===== src/pacg_pkg.sv =====
// Package for the propose/acknowledge commit guard.
// Holds the transaction payload structs, queue entry, phase and opcode codes.
// No dependencies; imported by every module in src/.
package pacg_pkg;

	localparam int          QUEUE_DEPTH  = 4;
	localparam logic [15:0] WINDOW_RESET = 16'd100;

	localparam logic [1:0] KIND_OFFER  = 2'd0;
	localparam logic [1:0] KIND_TICK   = 2'd1;
	localparam logic [1:0] KIND_CANCEL = 2'd2;

	localparam logic CLASS_WEAPON = 1'b0;
	localparam logic CLASS_ITEM   = 1'b1;

	typedef enum logic [1:0] {
		PH_IDLE    = 2'd0,
		PH_PENDING = 2'd1,
		PH_AWAIT   = 2'd2,
		PH_BLOCKED = 2'd3
	} phase_t;

	typedef enum logic [1:0] {
		OP_OFFER,
		OP_TICK,
		OP_CANCEL,
		OP_NONE
	} op_t;

	typedef struct packed {
		logic [1:0]         kind;
		logic [31:0]        sequence_number;
		logic [47:0]        time_ms;
		logic signed [15:0] equip_id;
		logic [1:0]         equip_class;
		logic [31:0]        epoch;
		logic [31:0]        context_tag;
		logic [31:0]        version_tag;
		logic               obs_trusted;
		logic               validation_ready;
		logic signed [15:0] weapon_seen;
		logic signed [15:0] item_seen;
	} in_item_t;

	typedef struct packed {
		logic               offer_accepted;
		logic               write_proposed;
		logic               acknowledged;
		logic [31:0]        out_sequence;
		logic signed [15:0] out_id;
		logic               out_class;
		logic [31:0]        out_epoch;
		logic [31:0]        out_context;
		logic [31:0]        out_version;
		logic [1:0]         phase_now;
	} out_item_t;

	// Classified transaction as held in the queue
	typedef struct packed {
		op_t                op;
		logic [31:0]        seq;
		logic [47:0]        now_ms;
		logic signed [15:0] id;
		logic               cls;
		logic               offer_ok;
		logic [31:0]        epoch;
		logic [31:0]        ctx;
		logic [31:0]        ver;
		logic               safe;
		logic               ready;
		logic signed [15:0] obs_weapon;
		logic signed [15:0] obs_item;
	} entry_t;

	typedef struct packed {
		logic full;
		logic empty;
	} q_status_t;

endpackage


===== src/pacg_front.sv =====
// Front end: accepts input transactions and classifies them into queue entries.
// Depends on pacg_pkg.
module pacg_front
	import pacg_pkg::*;
(
	input  logic      in_valid,
	output logic      in_stall,
	input  in_item_t  in_data,
	input  q_status_t q_status,
	output logic      push,
	output entry_t    push_data
);

	assign in_stall = q_status.full;
	assign push     = in_valid && !q_status.full;

	always_comb begin
		push_data = '0;
		unique case (in_data.kind)
			KIND_OFFER:  push_data.op = OP_OFFER;
			KIND_TICK:   push_data.op = OP_TICK;
			KIND_CANCEL: push_data.op = OP_CANCEL;
			default:     push_data.op = OP_NONE;
		endcase
		push_data.seq        = in_data.sequence_number;
		push_data.now_ms     = in_data.time_ms;
		push_data.id         = in_data.equip_id;
		push_data.cls        = in_data.equip_class[0];
		// stateless part of the offer check: nonzero seq, id >= 0, class 0 or 1
		push_data.offer_ok   = (in_data.sequence_number != 32'd0) && !in_data.equip_id[15]
			&& !in_data.equip_class[1];
		push_data.epoch      = in_data.epoch;
		push_data.ctx        = in_data.context_tag;
		push_data.ver        = in_data.version_tag;
		push_data.safe       = in_data.obs_trusted;
		push_data.ready      = in_data.validation_ready;
		push_data.obs_weapon = in_data.weapon_seen;
		push_data.obs_item   = in_data.item_seen;
	end

endmodule


===== src/pacg_queue.sv =====
// Short FIFO between the front and back ends.
// Depends on pacg_pkg (entry_t, q_status_t).
module pacg_queue
	import pacg_pkg::*;
#(
	parameter int DEPTH = QUEUE_DEPTH
) (
	input  logic      clk,
	input  logic      arst_n,
	input  logic      push,
	input  entry_t    push_data,
	input  logic      pop,
	output entry_t    pop_data,
	output q_status_t status
);

	localparam int PTR_W = (DEPTH > 1) ? $clog2(DEPTH) : 1;
	localparam int CNT_W = $clog2(DEPTH + 1);

	entry_t             slot_q [DEPTH];
	logic [PTR_W-1:0]   wr_ptr_q;
	logic [PTR_W-1:0]   rd_ptr_q;
	logic [CNT_W-1:0]   count_q;

	function automatic logic [PTR_W-1:0] ptr_next(input logic [PTR_W-1:0] p);
		return (p == PTR_W'(DEPTH - 1)) ? '0 : p + PTR_W'(1);
	endfunction

	always_ff @(posedge clk) begin
		if (push) begin
			slot_q[wr_ptr_q] <= push_data;
		end
	end

	always_ff @(posedge clk or negedge arst_n) begin
		if (!arst_n) begin
			wr_ptr_q <= '0;
			rd_ptr_q <= '0;
			count_q  <= '0;
		end else begin
			if (push) begin
				wr_ptr_q <= ptr_next(wr_ptr_q);
			end
			if (pop) begin
				rd_ptr_q <= ptr_next(rd_ptr_q);
			end
			if (push && !pop) begin
				count_q <= count_q + CNT_W'(1);
			end else if (pop && !push) begin
				count_q <= count_q - CNT_W'(1);
			end
		end
	end

	assign pop_data     = slot_q[rd_ptr_q];
	assign status.full  = (count_q == CNT_W'(DEPTH));
	assign status.empty = (count_q == '0);

endmodule


===== src/pacg_back.sv =====
// Back end: applies queued transactions to the commit guard state and
// registers one result per transaction. Depends on pacg_pkg.
module pacg_back
	import pacg_pkg::*;
(
	input  logic        clk,
	input  logic        arst_n,
	input  logic        cfg_we,
	input  logic [15:0] cfg_wdata,
	input  entry_t      e,
	input  q_status_t   q_status,
	output logic        pop,
	output logic        out_valid,
	input  logic        out_stall,
	output out_item_t   out_data
);

	logic [15:0]        window_q;
	phase_t             phase_q, phase_d;
	logic [31:0]        last_offer_seq_q, last_offer_seq_d;
	logic               tick_seen_q, tick_seen_d;
	logic [31:0]        newest_tick_sn_q, newest_tick_sn_d;
	logic [31:0]        pend_seq_q, pend_seq_d;
	logic signed [15:0] pend_id_q, pend_id_d;
	logic               pend_class_q, pend_class_d;
	logic [31:0]        pend_epoch_q, pend_epoch_d;
	logic [31:0]        pend_ctx_q, pend_ctx_d;
	logic [31:0]        pend_ver_q, pend_ver_d;
	logic [47:0]        offer_time_q, offer_time_d;
	logic [47:0]        propose_time_q, propose_time_d;
	logic [47:0]        last_tick_time_q, last_tick_time_d;

	logic               out_valid_q;
	out_item_t          out_data_q;
	out_item_t          res;

	logic               fire;
	logic               fresh_offer;
	logic               newer_tick;
	logic               tags_ok;
	logic [47:0]        since_offer;
	logic [47:0]        since_prop;
	logic               in_offer_win;
	logic               prop_overrun;
	logic signed [15:0] seen;

	assign fire = !q_status.empty && (!out_valid_q || !out_stall);
	assign pop  = fire;

	assign fresh_offer  = e.seq > last_offer_seq_q;
	assign newer_tick   = !tick_seen_q || (e.seq > newest_tick_sn_q);
	assign tags_ok      = e.safe && (e.epoch == pend_epoch_q) && (e.ctx == pend_ctx_q)
		&& (e.ver == pend_ver_q);
	assign since_offer  = e.now_ms - offer_time_q;
	assign since_prop   = e.now_ms - propose_time_q;
	assign in_offer_win = (e.now_ms >= offer_time_q) && (since_offer <= {32'd0, window_q});
	assign prop_overrun = (e.now_ms < propose_time_q) || (since_prop > {32'd0, window_q});
	assign seen         = (pend_class_q == CLASS_WEAPON) ? e.obs_weapon : e.obs_item;

	always_comb begin
		phase_d          = phase_q;
		last_offer_seq_d = last_offer_seq_q;
		tick_seen_d      = tick_seen_q;
		newest_tick_sn_d = newest_tick_sn_q;
		pend_seq_d       = pend_seq_q;
		pend_id_d        = pend_id_q;
		pend_class_d     = pend_class_q;
		pend_epoch_d     = pend_epoch_q;
		pend_ctx_d       = pend_ctx_q;
		pend_ver_d       = pend_ver_q;
		offer_time_d     = offer_time_q;
		propose_time_d   = propose_time_q;
		last_tick_time_d = last_tick_time_q;
		res              = '0;

		if (fire) begin
			unique case (e.op)
				OP_OFFER: begin
					if (fresh_offer) begin
						last_offer_seq_d = e.seq;
						if (phase_q == PH_IDLE && e.offer_ok) begin
							pend_seq_d         = e.seq;
							pend_id_d          = e.id;
							pend_class_d       = e.cls;
							pend_epoch_d       = e.epoch;
							pend_ctx_d         = e.ctx;
							pend_ver_d         = e.ver;
							offer_time_d       = e.now_ms;
							phase_d            = PH_PENDING;
							res.offer_accepted = 1'b1;
							res.out_sequence   = e.seq;
							res.out_id         = e.id;
							res.out_class      = e.cls;
							res.out_epoch      = e.epoch;
							res.out_context    = e.ctx;
							res.out_version    = e.ver;
						end
					end
				end
				OP_TICK: begin
					unique case (phase_q)
						PH_PENDING: begin
							// pending intent is consumed either way
							phase_d     = PH_IDLE;
							tick_seen_d = 1'b1;
							if (newer_tick) begin
								newest_tick_sn_d = e.seq;
							end
							if (tags_ok && e.ready && in_offer_win && newer_tick) begin
								propose_time_d     = e.now_ms;
								last_tick_time_d   = e.now_ms;
								phase_d            = PH_AWAIT;
								res.write_proposed = 1'b1;
							end
						end
						PH_AWAIT: begin
							if (!tags_ok || (e.now_ms < last_tick_time_q) || prop_overrun
								|| (e.seq < newest_tick_sn_q)) begin
								phase_d = PH_BLOCKED;
							end else begin
								last_tick_time_d = e.now_ms;
								// a repeated sequence only refreshes the tick time
								if (e.seq != newest_tick_sn_q) begin
									newest_tick_sn_d = e.seq;
									if (seen == pend_id_q) begin
										res.acknowledged = 1'b1;
										phase_d          = PH_IDLE;
									end
								end
							end
						end
						default: begin
							tick_seen_d = 1'b1;
							if (newer_tick) begin
								newest_tick_sn_d = e.seq;
							end
						end
					endcase
					if (res.write_proposed || res.acknowledged) begin
						res.out_sequence = pend_seq_q;
						res.out_id       = pend_id_q;
						res.out_class    = pend_class_q;
						res.out_epoch    = pend_epoch_q;
						res.out_context  = pend_ctx_q;
						res.out_version  = pend_ver_q;
					end
				end
				OP_CANCEL: begin
					if (phase_q == PH_AWAIT) begin
						phase_d = PH_BLOCKED;
					end else if (phase_q == PH_PENDING) begin
						phase_d = PH_IDLE;
					end
				end
				default: begin
				end
			endcase
		end
		res.phase_now = phase_d;
	end

	always_ff @(posedge clk or negedge arst_n) begin
		if (!arst_n) begin
			phase_q <= PH_IDLE;
		end else begin
			phase_q <= phase_d;
		end
	end

	always_ff @(posedge clk or negedge arst_n) begin
		if (!arst_n) begin
			window_q         <= WINDOW_RESET;
			last_offer_seq_q <= '0;
			tick_seen_q      <= 1'b0;
			newest_tick_sn_q <= '0;
			pend_seq_q       <= '0;
			pend_id_q        <= '0;
			pend_class_q     <= 1'b0;
			pend_epoch_q     <= '0;
			pend_ctx_q       <= '0;
			pend_ver_q       <= '0;
			offer_time_q     <= '0;
			propose_time_q   <= '0;
			last_tick_time_q <= '0;
			out_valid_q      <= 1'b0;
		end else begin
			if (cfg_we) begin
				window_q <= cfg_wdata;
			end
			last_offer_seq_q <= last_offer_seq_d;
			tick_seen_q      <= tick_seen_d;
			newest_tick_sn_q <= newest_tick_sn_d;
			pend_seq_q       <= pend_seq_d;
			pend_id_q        <= pend_id_d;
			pend_class_q     <= pend_class_d;
			pend_epoch_q     <= pend_epoch_d;
			pend_ctx_q       <= pend_ctx_d;
			pend_ver_q       <= pend_ver_d;
			offer_time_q     <= offer_time_d;
			propose_time_q   <= propose_time_d;
			last_tick_time_q <= last_tick_time_d;
			if (fire) begin
				out_valid_q <= 1'b1;
			end else if (!out_stall) begin
				out_valid_q <= 1'b0;
			end
		end
	end

	always_ff @(posedge clk) begin
		if (fire) begin
			out_data_q <= res;
		end
	end

	assign out_valid = out_valid_q;
	assign out_data  = out_data_q;

endmodule


===== src/propose_ack_commit_guard_unit.sv =====
// Top level of the propose/acknowledge commit guard: front end, queue, back end.
// Depends on pacg_pkg, pacg_front, pacg_queue, pacg_back.
//
// Takes one transaction per clock while in_stall is low and returns exactly
// one result per transaction, in order. An accepted transaction is written into
// a QUEUE_DEPTH_P-entry queue; the back end pops it, applies it to the guard
// state and holds the result in an output register that drives out_valid.
// The sustained rate is one transaction per cycle while out_stall is low, set
// by the back end's state update (tag compares plus a 48-bit time difference
// against the window).
// The queue absorbs output stalls; in_stall rises only when it is full. The
// commit window resets to 100 and is written through cfg_we/cfg_wdata; the user
// must write it only while no transaction is in flight (the block does not enforce this).
module propose_ack_commit_guard_unit
	import pacg_pkg::*;
#(
	parameter int QUEUE_DEPTH_P = QUEUE_DEPTH
) (
	input  logic        clk,
	input  logic        arst_n,
	input  logic        in_valid,
	output logic        in_stall,
	input  in_item_t    in_data,
	output logic        out_valid,
	input  logic        out_stall,
	output out_item_t   out_data,
	input  logic        cfg_we,
	input  logic [15:0] cfg_wdata
);

	q_status_t q_status;
	logic      push;
	entry_t    push_data;
	logic      pop;
	entry_t    pop_data;

	pacg_front u_front (
		.in_valid  (in_valid),
		.in_stall  (in_stall),
		.in_data   (in_data),
		.q_status  (q_status),
		.push      (push),
		.push_data (push_data)
	);

	pacg_queue #(
		.DEPTH (QUEUE_DEPTH_P)
	) u_queue (
		.clk       (clk),
		.arst_n    (arst_n),
		.push      (push),
		.push_data (push_data),
		.pop       (pop),
		.pop_data  (pop_data),
		.status    (q_status)
	);

	pacg_back u_back (
		.clk       (clk),
		.arst_n    (arst_n),
		.cfg_we    (cfg_we),
		.cfg_wdata (cfg_wdata),
		.e         (pop_data),
		.q_status  (q_status),
		.pop       (pop),
		.out_valid (out_valid),
		.out_stall (out_stall),
		.out_data  (out_data)
	);

`ifndef SYNTH
	a_one_flag: assert property (@(posedge clk) disable iff (!arst_n)
		out_valid |-> $onehot0({out_data.offer_accepted, out_data.write_proposed,
			out_data.acknowledged}))
		else $error("more than one result flag set");

	a_flag_phase: assert property (@(posedge clk) disable iff (!arst_n)
		out_valid |->
			(!out_data.offer_accepted || out_data.phase_now == PH_PENDING) &&
			(!out_data.write_proposed || out_data.phase_now == PH_AWAIT) &&
			(!out_data.acknowledged || out_data.phase_now == PH_IDLE))
		else $error("result flag disagrees with reported phase");

	a_report_seq: assert property (@(posedge clk) disable iff (!arst_n)
		(out_valid && (out_data.offer_accepted || out_data.write_proposed ||
			out_data.acknowledged)) |-> (out_data.out_sequence != 32'd0))
		else $error("reported intent with zero sequence");
`endif

endmodule


===== config.mk =====
export PLATFORM = sky130hd
export DESIGN_NAME = propose_ack_commit_guard_unit
export DESIGN_NICKNAME = d
export VERILOG_FILES = /design/src/pacg_pkg.sv /design/src/pacg_front.sv /design/src/pacg_queue.sv /design/src/pacg_back.sv /design/src/propose_ack_commit_guard_unit.sv
export SDC_FILE = /design/constraint.sdc
export NUM_CORES = 2
export LEC_CHECK = 0
export ABC_AREA = 1
export BUFFER_PORTS_ARGS = -buffer_cell sky130_fd_sc_hd__buf_4
export CAP_MARGIN = 5
export CELL_PAD_IN_SITES_DETAIL_PLACEMENT = 0
export CELL_PAD_IN_SITES_GLOBAL_PLACEMENT = 1
export CORE_AREA = 2 2 375 414
export DETAILED_ROUTE_END_ITERATION = 10
export DIE_AREA = 0 0 377 416
export GPL_TIMING_DRIVEN = 0
export PLACE_DENSITY = 0.77
export RECOVER_POWER = 25
export SYNTH_ARGS = -nofsm -noshare
export SYNTH_HDL_FRONTEND = slang
export SYNTH_HIERARCHICAL = 1
export SYNTH_SLANG_ARGS = --single-unit

===== constraint.sdc =====
create_clock -name clk -period 20.5 [get_ports clk]
set_input_delay 6.15 -clock clk [delete_from_list [all_inputs] [get_ports clk]]
set_output_delay 6.15 -clock clk [all_outputs]
set_load 0.01 [all_outputs]

==> metrics <==
DR DRC count 0; DR pass1 iterations 6; max_slew headroom 0.0797; Final GP Congestion 1.01; Final Cycle Share 0.422; syn avg cell area 9.38 um2; clk buf depth 3; Setup CP Type input port to flop; unrepaired setup endpoints after global routing no; Fin Hold WS 0.452 ns; Final Hold Fails 0; maximum capacitance violations 0; Die Span Y 416 um; WL/cell 22.7 um; achievable clock frequency 115 MHz; syn nets 8443; Clk Latency, worst-skew pair 0.80 ns; Clock Pin Slew Worst Setup and Hold Paths 0.06 ns; Worst EP arrival around 9.4 ns; P_leak 36.5 nW; mux cell area share after synthesis 0.000151; layout net count 8817; final setup vio count 0; CTS tree done; crit-path max FO 10; CTS Hold Bufs 0; die area approximately 160000 um2; total vias in the final route around 56k; Post-Synthesis Cell Area around 74000 um2; status finished clean; crit end category flop; ratio of cells with drive above 1 in the final layout 0.0968; setup tns final 0 ns; Cell Count, Final, Fillers Out 10.4k; main combinational cell family by area after synthesis simple AND/OR/NAND/NOR gates; TritonCTS buffer count 152; complex-gate fraction of the synthesized area 0.111; Max Slew Vio Count 0; cts repair resizes 0; slowest CP cell a21oi_2; Synth cell types 64; YS warnings 6; Post-DRT Antenna Nets 0; CP Launch Type input port; setup bufs post-CTS 0; Clock Sinks 1450; GRT Total Usage 0.300; placed cells 10.1k; chip width 377 um; most used cell, CP clkbuf_1; grt total ovfl 0; # IOs 403; Critical Path, Cell by Cell clkbuf_1 -> a21oi_2 -> inv_1 -> nor2_1 -> clkbuf_1 -> clkbuf_1 -> nand4_1 -> nand2_1; via/cell ratio 5.37; Max IR drop VDD 0.132 mV; pin count of the biggest net entering global routing 113; path type of the worst min-delay path flop to flop; skew final 0.0310 ns; power per cell area 161 nW/um2; xor/xnor share of the synthesized area 0.00835; I/O Buffers 206; Mapped Cells 7940; Root Buffer clkbuf_16; number of global-route vias before repair 53.1k; Iteration-0 DRC Markers 4769; Seq/Total Area, Yosys 0.559; H-tree depth 4; post-synthesis adder-cell area fraction 0.0426; Async S/R FF share, synth 0.262; Synth Area in Simple Gates 0.170; Worst EP required about 21 ns; Seq cells post-synth roughly 1.5k; total core area around 150000 um2; measured slew at the worst slew-check pin 1.38 ns; global-route wire length before repair 344 mm; Syn-to-layout area delta 11.5%; overall power ~0.013 W; Synth Flop Type edfxtp_1; EDFF count, synth 1070; Rows 151; initial antenna violation count 52; drt total wl around 240 mm; HPWL Detailed 176 mm; min cycle time layout between 8 and 9 ns; Worst path max stage delay 0.77 ns; Initial Util 0.487
cells in the final DEF (no fill, tap or decap), drive strengths merged, types with 4 or more instances in the layout:
cell type	count
nand2	2394
inv	1235
edfxtp	1070
clkbuf	519
o21ai	489
o211ai	467
buf	419
nor2	390
dfrtp	377
ha	249
a21oi	239
nand3	158
nand4	123
clkinv	62
xor2	44
nor3	44
xnor2	27
nor4	16
diode	15
a31oi	14
nand3b	13
o21bai	10
bufinv	9
o21a	8
a21o	7
clkinvlp	6
a211oi	5
nor3b	5
o2111ai	4
and2	4
cells in the mapped netlist, types with 14 or more instances:
| library cell | count | area (um2) |
|---|---|---|
| o211ai_2 | 80 | 1000 |
| nor2_1 | 385 | 1450 |
| nand3_1 | 153 | 766 |
| buf_4 | 248 | 1860 |
| nand2_1 | 2385 | 8950 |
| o21ai_0 | 366 | 1830 |
| clkbuf_1 | 130 | 488 |
| xnor2_1 | 27 | 236 |
| nand4_1 | 122 | 763 |
| o21ai_1 | 72 | 360 |
| dfrtp_1 | 377 | 9430 |
| nor4_1 | 16 | 100 |
| edfxtp_1 | 1070 | 32100 |
| xor2_1 | 44 | 385 |
| o21ai_2 | 51 | 447 |
| a31oi_1 | 14 | 87.6 |
| inv_1 | 1223 | 4590 |
| nor3_1 | 39 | 195 |
| o211ai_1 | 387 | 2910 |
| a21oi_1 | 234 | 1170 |
| buf_6 | 67 | 754 |
| ha_1 | 249 | 3120 |
| buf_2 | 74 | 370 |
sequential cells by signal (all words and copies together) (netlist names), 3 cells and up:
register,count
u_queue/slot_q,920
u_back/offer_time_q,48
u_back/pend_ver_q,32
u_back/last_tick_time_q,48
u_back/last_offer_seq_q,32
u_back/pend_ctx_q,32
u_back/pend_epoch_q,32
u_back/out_data,150
u_queue/count_q,3
u_back/newest_tick_sn_q,32
u_back/pend_seq_q,32
u_back/propose_time_q,48
u_back/pend_id_q,16
u_back/window_q,16
worst max-delay path, delay by kind of cell:
family                 cells  cell delay (ns)
AND/OR/NAND/NOR            3             0.90
AO/OA/AOI/OAI              1             0.77
buffers and inverters      4             1.51
cell families (layout without fill, tap and decap cells):
group	Yosys count	count (layout)
flops	1450	1450
simple gates	3153	3153
xor+xnor	71	71
compound gates	1260	1260
mux	1	1
other cells	0	15
buf+inv	1753	2250
fa+ha+maj	252	252
area by class of cell:
cell class	count	area (um2)
clock buffers	195	4090
clock inverters	82	697
fillers	13900	70000
plain buffers	523	2790
diodes	15	37.5
well taps	1989	2490
multi-input cells	4737	24700
inverters	1230	4650
flip-flops and latches	1450	41600
repair buffers	220	1930
routing by layer:
metal | vias to the layer above | GRT usage | part of all wire
met5 | - | 0 | 0.0015
met4 | 54 | 0.105 | 0.037
met3 | 382 | 0.0599 | 0.072
met2 | 1805 | 0.501 | 0.48
met1 | 27000 | 0.387 | 0.40
li1 | 26800 | - | -
worst paths after layout:
| path | from | endpoint | slack, ns | cells past startpoint |
|---|---|---|---|---|
| max | out_stall | u_back/last_tick_time_q[4] | 11.84 | 8 |
| min | u_back/tick_seen_q | u_back/tick_seen_q | 0.45 | 2 |
| max reg2reg | u_queue/rd_ptr_q[1] | u_back/out_data[72] | 12.17 | 30 |
| min reg2reg | u_back/tick_seen_q | u_back/tick_seen_q | 0.45 | 2 |
| max in group asynchronous | arst_n | u_back/out_valid | 13.41 | 3 |
| min in group asynchronous | arst_n | u_back/window_q[0] | 5.37 | 1 |
metrics by stage:
step                      setup slack [ns]  instance area [um2]  utilization
after CTS                            11.84                83700        0.547
after global routing                 11.72                83000        0.542
final                                11.84                83000        0.543
after detailed placement             10.98                78900        0.516
after floorplan                       8.39                74500            -
after global placement                4.57                78500        0.513
power by group:
group          internal, W  leakage (nW)  switching, W  total, W
sequential         0.00394          14.6      0.000333   0.00427
combinational      0.00189          19.6       0.00452   0.00641
clock              0.00153          2.34       0.00115   0.00268
total              0.00736          36.5       0.00600    0.0134
No activity file was read; power rests on OpenSTA's default activity.
